===== src/rtl/brainfuck_interpreter_core_assert.svh =====
`ifndef BRAINFUCK_INTERPRETER_CORE_ASSERT_SVH
`define BRAINFUCK_INTERPRETER_CORE_ASSERT_SVH
// implication checked on every rising clock edge outside reset
`define BFI_ASSERT_IMP(label, ante, cons, msg) \
  label: assert property (@(posedge clk_i) disable iff (!rst_ni) (ante) |-> (cons)) \
    else $error(msg);
// implication whose consequent is checked in the cycle after the antecedent
`define BFI_ASSERT_NEXT(label, ante, cons, msg) \
  label: assert property (@(posedge clk_i) disable iff (!rst_ni) (ante) |=> (cons)) \
    else $error(msg);
`endif


===== src/rtl/bfi_mem.sv =====
`default_nettype none
module bfi_mem #(
  parameter int Depth = 16,
  parameter int Width = 8
) (
  input  wire logic                     clk_i,
  input  wire logic                     we_i,
  input  wire logic [$clog2(Depth)-1:0] waddr_i,
  input  wire logic [Width-1:0]         wdata_i,
  input  wire logic [$clog2(Depth)-1:0] raddr_i,
  output      logic [Width-1:0]         rdata_o
);
  logic [Width-1:0] mem_q [Depth];

  always_ff @(posedge clk_i) begin
    if (we_i) mem_q[waddr_i] <= wdata_i;
    rdata_o <= mem_q[raddr_i];
  end
endmodule
`default_nettype wire


===== config.mk =====
export PLATFORM = sky130hd
export DESIGN_NAME = bfi_mem
export DESIGN_NICKNAME = d
export VERILOG_FILES = /design/src/rtl/brainfuck_interpreter_core_assert.svh /design/src/rtl/bfi_mem.sv
export SDC_FILE = /design/constraint.sdc
export NUM_CORES = 1
export LEC_CHECK = 0
export BUFFER_PORTS_ARGS = -buffer_cell sky130_fd_sc_hd__buf_2
export CAP_MARGIN = 20
export CORE_MARGIN = 2
export CORE_UTILIZATION = 25
export DETAILED_ROUTE_END_ITERATION = 10
export GPL_TIMING_DRIVEN = 1
export PLACE_DENSITY = 0.47
export SETUP_SLACK_MARGIN = 0.15
export SLEW_MARGIN = 20
export SYNTH_ARGS = -nofsm -noshare
export SYNTH_HDL_FRONTEND = slang
export SYNTH_SLANG_ARGS = --single-unit

===== constraint.sdc =====
create_clock -name clk_i -period 2.9 [get_ports clk_i]
set_input_delay 0.435 -clock clk_i [delete_from_list [all_inputs] [get_ports clk_i]]
set_output_delay 0.435 -clock clk_i [all_outputs]
set_load 0.05 [all_outputs]

==> results.cfg, run 1 <==
[critical_path]
path_max_fanout = 32
end_kind = flop
critPathLaunchType = input pin
cp_data_required_time_ns = 3.19
arrival_ns = 1.81
reg2reg_depth = 3
path_class = input pin to flop

[final_layout]
antenna_cells = 0
drive_gt1_share_pct = 29.93
finalNetCount = 299
multi_input_area_um2 = 1057
area_growth_syn_to_layout_pct = 22.19
ff_latch_area_um2 = 4004
fillers = 1951

[global_routing]
antenna_found_initial = 0
grt_pass1_vias = 2539
grt_pass1_wl_mm = 15.92
grtUsageTotal_pct = 10.37
grt_max_degree = 33
grt-ovfl-total = 0

[drt]
vias = 2422
viasPerCell = 4.294
drc = 0
final_antenna_net_count = 0
post_drt_wl_per_cell_um = 18.89
drt-total-wl_mm = 10.65
dr.pass1.iters = 4
drtIter0Drc = 179

[logic_synthesis]
synth_area_um2 = 5147
ys_warn_count = 0
ys_ff_latch = 136
yosys.area.top_type_share_pct = 74.67
yosys.area.top_type = edfxtp_1
ys_top_cells_by_area = edfxtp_1 75%, mux4_2 7.9%, mux4_1 7.1%
synth_cell_types = 19
synth.net_count = 247
synth_edf_count = 128
synth-seq-area-share_pct = 77.78
syn_inst = 229
synth.avg_cell_area_um2 = 22.48
synthFlopType = edfxtp_1
async_reset_ff_share_pct = 0

[timing]
whs_ns = 0.4071
finalSetupTns_ns = 0
fmax_ghz = 0.6600
rsz0062_at_grt = no
drv_slew = 0
finalSetupViolCount = 0
skew_ns = 0.005895
finalCritPeriodShare_pct = 52.25
period_needed_ns = 1.515
maxSlewHeadroom_pct = 43.91
hold_viol = 0
max_slew.worst_pin.slew_ns = 0.8396

[cts]
post_cts_buffers = 0
h-tree-depth = 4
clockRootBuffer = clkbuf_16
numCtsBuffers = 17
cts_buffer_depth = 2
path_clk_slew_ns = 0.06
ctsResizeCount = 0
cts_tree = built
clk_latency_ns = 0.41
holdBufCountCts = 0
clock-sinks = 136

[power_and_ir_drop]
power.internal_w = 0.003738
peakVddDrop_v = 0.0004965
combPwrFrac_pct = 5.4
powerDensity_nw_per_um2 = 740.8
pwr-share-seq_pct = 47.5
p_switching_w = 0.0009217
clockPowerShare_pct = 47.2
switching_share_pct = 19.78
p_leak_nw = 2.096

[floorplan]
fp.coreArea_um2 = 20230
fp.dieW_um = 147.5
initial_core_util_pct = 25.44
dieHeight_um = 147.5
io_pins = 26
dieArea_um2 = 21750
row_count = 52

[flow_run]
cap_violations = 0

[outcome]
status = finished, final reports clean

[placement]
portBuffers = 25
hpwl_mm = 6.687
place_congestion = 0.6960

[worst_hold_path]
min-delay-path-class = input pin to flop
whs_path_depth = 1
critical path, stage by stage:
cell and delay (ns):
buf_2 0.10, buf_12 0.24, mux4_1 0.62, a22oi_1 0.29
nand2_1 0.08
power groups by stage:
stage / Sequential [W] / Combinational, W / Clock, W
after detailed placement: 0.00225 / 0.000256 / 0
after global routing: 0.00222 / 0.000270 / 0.00232
after global placement: 0.00225 / 0.000253 / 0
final: 0.00221 / 0.000250 / 0.00220
after floorplan: 0.00229 / 0.000112 / 0
after CTS: 0.00221 / 0.000257 / 0.00224
registers in the layout, indices dropped and copies added (netlist names):
register,cells
mem_q,128
rdata_o,8
worst paths after layout:
kind	startpoint	end	slack (ns)
hold reg to reg	mem_q[8][5]	rdata_o[5]	0.68
setup / recovery	raddr_i[0]	rdata_o[5]	1.38
hold / removal	wdata_i[7]	mem_q[6][7]	0.41
setup reg to reg	mem_q[1][5]	rdata_o[5]	1.53
layout by cell type (no fill, tap or decap):
cell type	synthesis	routed
edfxtp_1	128	128
buf_2	3	25
mux4_2	18	18
clkbuf_16	0	17
a22oi_1	16	16
buf_4	1	16
mux4_1	14	14
nor2_1	13	13
nand2_1	9	9
dfxtp_1	8	8
nor3_1	4	4
clkbuf_1	0	4
bufinv_16	0	4
clkinv_2	0	3
nand3b_1	2	2
nand2b_1	2	2
clkinv_1	0	2
buf_12	0	2
nor2b_1	1	1
and2_1	1	1
and2b_1	1	1
nand3_1	1	1
or3b_2	1	1
clkbuf_8	0	1
clkinv_4	0	1
final cells by class:
type	instances	share of cell area, %
clock inverter	10	2.407
sequential	136	63.66
clock buffer	22	7.221
tap	270	5.371
multi-input combinational	83	16.81
timing repair buffer	43	4.536
metrics by stage:
step                utilization (%)  power, W  area, µm²  worst slack (ns)  std cells
finish                        31.08  0.004659       6290             1.385        564
global route                  31.08  0.004806       6290             1.318        564
CTS                           31.08  0.004708       6290             1.337        564
detailed placement            28.09  0.002511       5684            0.9440        532
global placement              28.09  0.002507       5684            0.9202        532
floorplan                         -  0.002405       5147            0.9721        229
per-layer routing:
layer | vias to the layer above | GRT usage [%] | wire length [µm]
li1 | 1076 | - | -
met1 | 1276 | 13.49 | 4635
met2 | 63 | 16.40 | 5210
met3 | 7 | 3.580 | 722
met4 | 0 | 3.317 | 85
met5 | - | 0 | 0
cell families after synthesis:
logic type / count (synthesis) / synth area share, %
flops: 136 / 77.78
compound gates: 16 / 2.334
mux: 32 / 15.02
buf+inv: 10 / 1.677
simple gates: 35 / 3.184
cells in the mapped netlist, types with 2 or more instances:
master / number
buf_2: 3
buf_6: 3
nor3_1: 4
edfxtp_1: 128
mux4_2: 18
mux4_1: 14
dfxtp_1: 8
clkdlybuf4s25_2: 3
nand2b_1: 2
nor2_1: 13
a22oi_1: 16
nand2_1: 9
nand3b_1: 2
Note: power is estimated with default switching activity, not from simulation.
==> run 2: changes to the inputs <==
Settings changed: ABC_AREA from default to 1, PLACE_DENSITY 0.47 to 0.49.
Clock period 2.9 ns to 1.3 ns, I/O delays scaled along.
==> run 2 against run 1 <==
  * Sequential share of layout area down 7.2 points
  * First-iteration DRC count up 22%
  * Sequential cell count unchanged
  * Combinational power rose to 3.2 times the previous value
  * Via count up 53%
  * Non-clock buffer count up 14
  * Clock skew about the same
  * Synthesized cell count up 140%
  * Largest cell class unchanged
  * Setup slack worse by 1.2 ns
==> results.cfg, run 2 <==
[final_layout]
fin_util_pct = 31.50
antenna_cells = 0
largest_register_ffs = 128
largest_register = mem_q
fillers = 2309
final_cells = 901
final_common_cell = nand2_1
area_growth_syn_to_layout_pct = 23.67
mostFrequentLayoutCells = 173 x nand2_1, 128 x edfxtp_1, 100 x inv_1
finalNetCount = 621
drive_gt1_share_pct = 15.91
largestRegisters = mem_q (128), rdata_o (8)

[power_and_ir_drop]
pwr-share-seq_pct = 47.1
fin_total_pwr_w = 0.01053
switching_share_pct = 22.60
peakVddDrop_v = 0.001018
power.internal_w = 0.008153
combPwrFrac_pct = 7.7
powerDensity_nw_per_um2 = 1477
p_leak_nw = 3.034
p_switching_w = 0.002380
clockPowerShare_pct = 45.2

[floorplan]
fp.dieW_um = 155.9
dieArea_um2 = 24300
row_count = 55
io_pins = 26
dieHeight_um = 155.9
fp.coreArea_um2 = 22640
initial_core_util_pct = 25.47

[critical_path]
reg2reg_depth = 6
cp_data_required_time_ns = 1.11
worst-path-stages = 1
critPathTopFamily = flip-flops
path_class = flop to output pin
path_max_fanout = 1
worst-path-buf-inv = 1
slowest_delay_ns = 0.37
end_kind = output pin
crit_path_top_delay_cell = dfxtp_4
critPathLaunchType = flop
arrival_ns = 0.93
path_cells = buf_8

[drt]
dr.pass1.iters = 5
drt-total-wl_mm = 14.33
post_drt_wl_per_cell_um = 15.90
viasPerCell = 4.121
drtIter0Drc = 218
drc = 0
vias = 3713
final_antenna_net_count = 0

[cts]
clockRootBuffer = clkbuf_16
clk_latency_ns = 0.41
holdBufCountCts = 0
post_cts_buffers = 0
cts_tree = built
path_clk_slew_ns = 0.06
ctsResizeCount = 31
numCtsBuffers = 17
h-tree-depth = 4
cts_buffer_depth = 2
clock-sinks = 136

[logic_synthesis]
synth.avg_cell_area_um2 = 10.47
synthFlopType = edfxtp_1
ys_warn_count = 0
synth_edf_count = 128
async_reset_ff_share_pct = 0
yosys.area.top_type = edfxtp_1
synth_area_um2 = 5767
synth-seq-area-share_pct = 69.43
yosysMostFrequentCell = nand2_1
yosys.area.top_type_share_pct = 66.65
syn_inst = 551
synth_cell_types = 12
ys_top_cells_by_area = edfxtp_1 67%, nand2_1 11%, nand3_1 8.4%
synth_commonest_cells = 173 x nand2_1, 128 x edfxtp_1, 100 x inv_1, 97 x nand3_1, 17 x nor2_1
ys_ff_latch = 136
synth.net_count = 569

[flow_run]
cap_violations = 0

[placement]
place_congestion = 0.7614
hpwl_mm = 9.421
dp.cells = 869
portBuffers = 25
dpl_worst_slack_ns = 0.01717

[timing]
finalSetupViolCount = 0
rsz0062_at_grt = yes
maxSlewHeadroom_pct = 73.47
skew_ns = 0.005674
drv_slew = 0
finalCritPeriodShare_pct = 86.60
hold_viol = 0
period_needed_ns = 1.126
finalSetupTns_ns = 0
fmax_ghz = 0.8883
max_slew.worst_pin.slew_ns = 0.3980
layout_setup_ws_ns = 0.1742

[global_routing]
grtUsageTotal_pct = 12.50
grt_pass1_wl_mm = 22.00
grt_pass1_vias = 3719
grt-ovfl-total = 0
antenna_found_initial = 0
grt_max_degree = 24

[outcome]
status = finished, final reports clean

[worst_hold_path]
whs_path_depth = 3
min-delay-path-class = input pin to flop
-- run 2: changes by cell type after synthesis, sizes merged, moves of 2 or more --
| cell | delta |
|---|---|
| a22oi | -16 |
| buf | +17 |
| clkdlybuf4s25 | -3 |
| inv | +102 |
| mux4 | -32 |
| nand2 | +164 |
| nand2b | -2 |
| nand3 | +96 |
| nor2 | +4 |
| nor3 | -4 |
-- run 2: path summary, 6_finish.rpt --
kind / from / to / slack (ns)
worst max-delay path: rdata_o[3] / rdata_o[3] / 0.17
worst min-delay path: raddr_i[3] / rdata_o[6] / 0.11
worst max register to register: mem_q[7][0] / rdata_o[0] / 0.29
worst min register to register: mem_q[13][5] / rdata_o[5] / 0.65
-- run 2: cells by family (layout without fill, tap and decap cells) --
| kind of cell | after synthesis | in the layout | synth area share (%) |
|---|---|---|---|
| flip-flops | 136 | 136 | 69.43 |
| AND/OR/NAND/NOR | 289 | 289 | 21.05 |
| buffers and inverters | 126 | 191 | 9.525 |
-- run 2: power groups by stage --
stage | combinational (W) | sequential [W] | clock (W)
6_report | 0.000809 | 0.00496 | 0.00476
5_1_grt | 0.000888 | 0.00497 | 0.00504
4_1_cts | 0.000819 | 0.00496 | 0.00487
3_5_place_dp | 0.000774 | 0.00504 | 0
3_3_place_gp | 0.000771 | 0.00504 | 0
2_1_floorplan | 0.000346 | 0.00512 | 0
-- run 2: cell type report --
cell class | count | area, µm² | area share [%]
Inverter | 102 | 382.9 | 5.368
Timing Repair Buffer | 57 | 563.0 | 7.895
Multi-Input combinational cell | 289 | 1214 | 17.02
Tap cell | 285 | 356.6 | 5.000
Clock inverter | 12 | 123.9 | 1.737
Sequential cell | 136 | 4025 | 56.44
Clock buffer | 20 | 466.7 | 6.544
-- run 2: layer usage --
metal	GRT usage, %	up-vias	wire length [µm]
met3	3.000	16	683
met1	15.79	1758	6404
met5	0	-	0
li1	-	1873	-
met2	20.52	66	6878
met4	5.330	0	358
-- run 2: worst min-delay path: stages --
cell,delay (ns)
buf_2,0.14
nand3_1,0.08
nand2_1,0.07
-- run 2: through the flow --
stage	area (µm²)	hold slack, ns
after floorplan	5767	0.2939
after global routing	7132	0.1107
after global placement	6447	0.5285
after detailed placement	6447	0.5376
after CTS	7122	0.08696
final	7132	0.1098
==> run 3: changes to the inputs <==
Settings changed: CELL_PAD_IN_SITES_DETAIL_PLACEMENT from default to 0, CELL_PAD_IN_SITES_GLOBAL_PLACEMENT from default to 1, PLACE_DENSITY 0.49 to 0.56.
==> run 3 against run 2 <==
  * Non-clock buffer count grew 2
  * Register-to-register slack lost 0.03 ns
  * Sequential share of layout area grew 0.31 points
  * Critical path type unchanged
  * Largest power group unchanged
==> results.cfg, run 3 (same netlist as run 2, synthesis figures left out) <==
[outcome]
status = finished, final reports clean

[critical_path]
path_class = flop to output pin
path_cells = buf_8
cp_data_required_time_ns = 1.11
path_max_fanout = 1
slowest_delay_ns = 0.37
critPathLaunchType = flop
worst-path-buf-inv = 1
r2r-start = mem_q[7][1]
end_kind = output pin
critPathLaunch = rdata_o[1]
r2r_slack_ns = 0.26
crit_path_top_delay_cell = dfxtp_4
critPathTopFamily = flip-flops
arrival_ns = 0.94

[power_and_ir_drop]
p_leak_nw = 3.019
peakVddDrop_v = 0.0006062
combPwrFrac_pct = 7.6
pwr-share-seq_pct = 46.9
fin_total_pwr_w = 0.01054
power.internal_w = 0.008166
clockPowerShare_pct = 45.5
powerDensity_nw_per_um2 = 1490
p_switching_w = 0.002371
switching_share_pct = 22.50

[cts]
cts_tree = built
clk_latency_ns = 0.41
path_clk_slew_ns = 0.06
cts_buffer_depth = 2
clockRootBuffer = clkbuf_16
clock-sinks = 136
post_cts_buffers = 0
h-tree-depth = 4
numCtsBuffers = 17

[timing]
rsz0062_at_grt = yes
maxSlewHeadroom_pct = 72.84
drv_slew = 0
finalSetupViolCount = 0
skew_ns = 0.006965
finalCritPeriodShare_pct = 86.93
whs_ns = 0.1604
hold_viol = 0
fmax_ghz = 0.8848
max_slew.worst_pin.slew_ns = 0.4074
period_needed_ns = 1.130
finalSetupTns_ns = 0

[placement]
dp.cells = 871
portBuffers = 25
place_congestion = 0.7759
hpwl_mm = 9.466

[final_layout]
antenna_cells = 0
fin_util_pct = 31.23
mostFrequentLayoutCells = 173 x nand2_1, 128 x edfxtp_1, 100 x inv_1
largest_register_ffs = 128
final_common_cell = nand2_1
area_growth_syn_to_layout_pct = 22.61
largest_register = mem_q
fillers = 2267
drive_gt1_share_pct = 14.89
finalNetCount = 623
largestRegisters = mem_q (128), rdata_o (8)
final_cells = 903

[global_routing]
grt_max_degree = 36
grt_pass1_vias = 3657
use_met1_pct = 16.86
top_usage_layer = met2
grtUsageTotal_pct = 12.57
use_met2_pct = 20.12
grt-ovfl-total = 0
grt_pass1_wl_mm = 22.14
antenna_found_initial = 0
grtUsageMet3_pct = 2.750

[worst_hold_path]
hp-start = raddr_i[3]
min-delay-path-class = input pin to flop

[drt]
vias = 3777
drc = 0
viasPerCell = 4.183
drt-total-wl_mm = 14.36
drtIter0Drc = 240
final_antenna_net_count = 0
dr.pass1.iters = 5
post_drt_wl_per_cell_um = 15.90

[floorplan]
row_count = 55
initial_core_util_pct = 25.47
fp.dieW_um = 155.9
io_pins = 26
dieArea_um2 = 24300
fp.coreArea_um2 = 22640
dieHeight_um = 155.9

[flow_run]
cap_violations = 0
run 3: cell type report:
| type | instances | area, µm² | share of cell area (%) |
|---|---|---|---|
| clock buffers | 19 | 432.9 | 6.123 |
| clock inverters | 13 | 153.9 | 2.177 |
| inverters | 102 | 382.9 | 5.415 |
| well taps | 285 | 356.6 | 5.043 |
| multi-input cells | 289 | 1214 | 17.17 |
| repair buffers | 59 | 518.0 | 7.326 |
| flip-flops and latches | 136 | 4013 | 56.75 |
run 3: worst register-to-register path: stages (launching register included):
cell and delay (ns):
edfxtp_1 0.37, inv_1 0.07, nand2_1 0.04, nand3_1 0.07
nand3_1 0.11, nand3_1 0.20, nand2_1 0.08
run 3: per-layer routing:
metal  share of wire (%)  vias to the layer above
met4                 1.5                        0
met5                   0                        -
met1                  48                     1806
met2                  47                       75
met3                 3.3                       15
li1                    -                     1881
run 3: repair_timing:
item / in CTS / in global routing
endpoints found under the setup margin: 8 / 4
resized for setup: 17 / 4
hold buffers: 0 / 0
run 3: stage by stage:
step                cell area [µm²]  worst slack [ns]
floorplan                      5767            0.1542
global placement               6425          -0.05743
detailed placement             6425          -0.05783
CTS                            7057            0.1159
global route                   7071            0.1422
finish                         7071            0.1699
run 3: worst paths after layout:
| check | endpoint | cells past startpoint |
|---|---|---|
| worst max register to register | rdata_o[1] | 6 |
| worst max-delay path | rdata_o[1] | 1 |
| worst min-delay path | rdata_o[1] | 3 |
| worst min register to register | rdata_o[1] | 6 |
run 3: power by group through the flow:
stage	combinational [W]	sequential, W	clock [W]
2_1_floorplan	0.000346	0.00512	0
3_3_place_gp	0.000774	0.00503	0
3_5_place_dp	0.000778	0.00503	0
4_1_cts	0.000806	0.00495	0.00487
5_1_grt	0.000878	0.00495	0.00506
6_report	0.000800	0.00494	0.00479
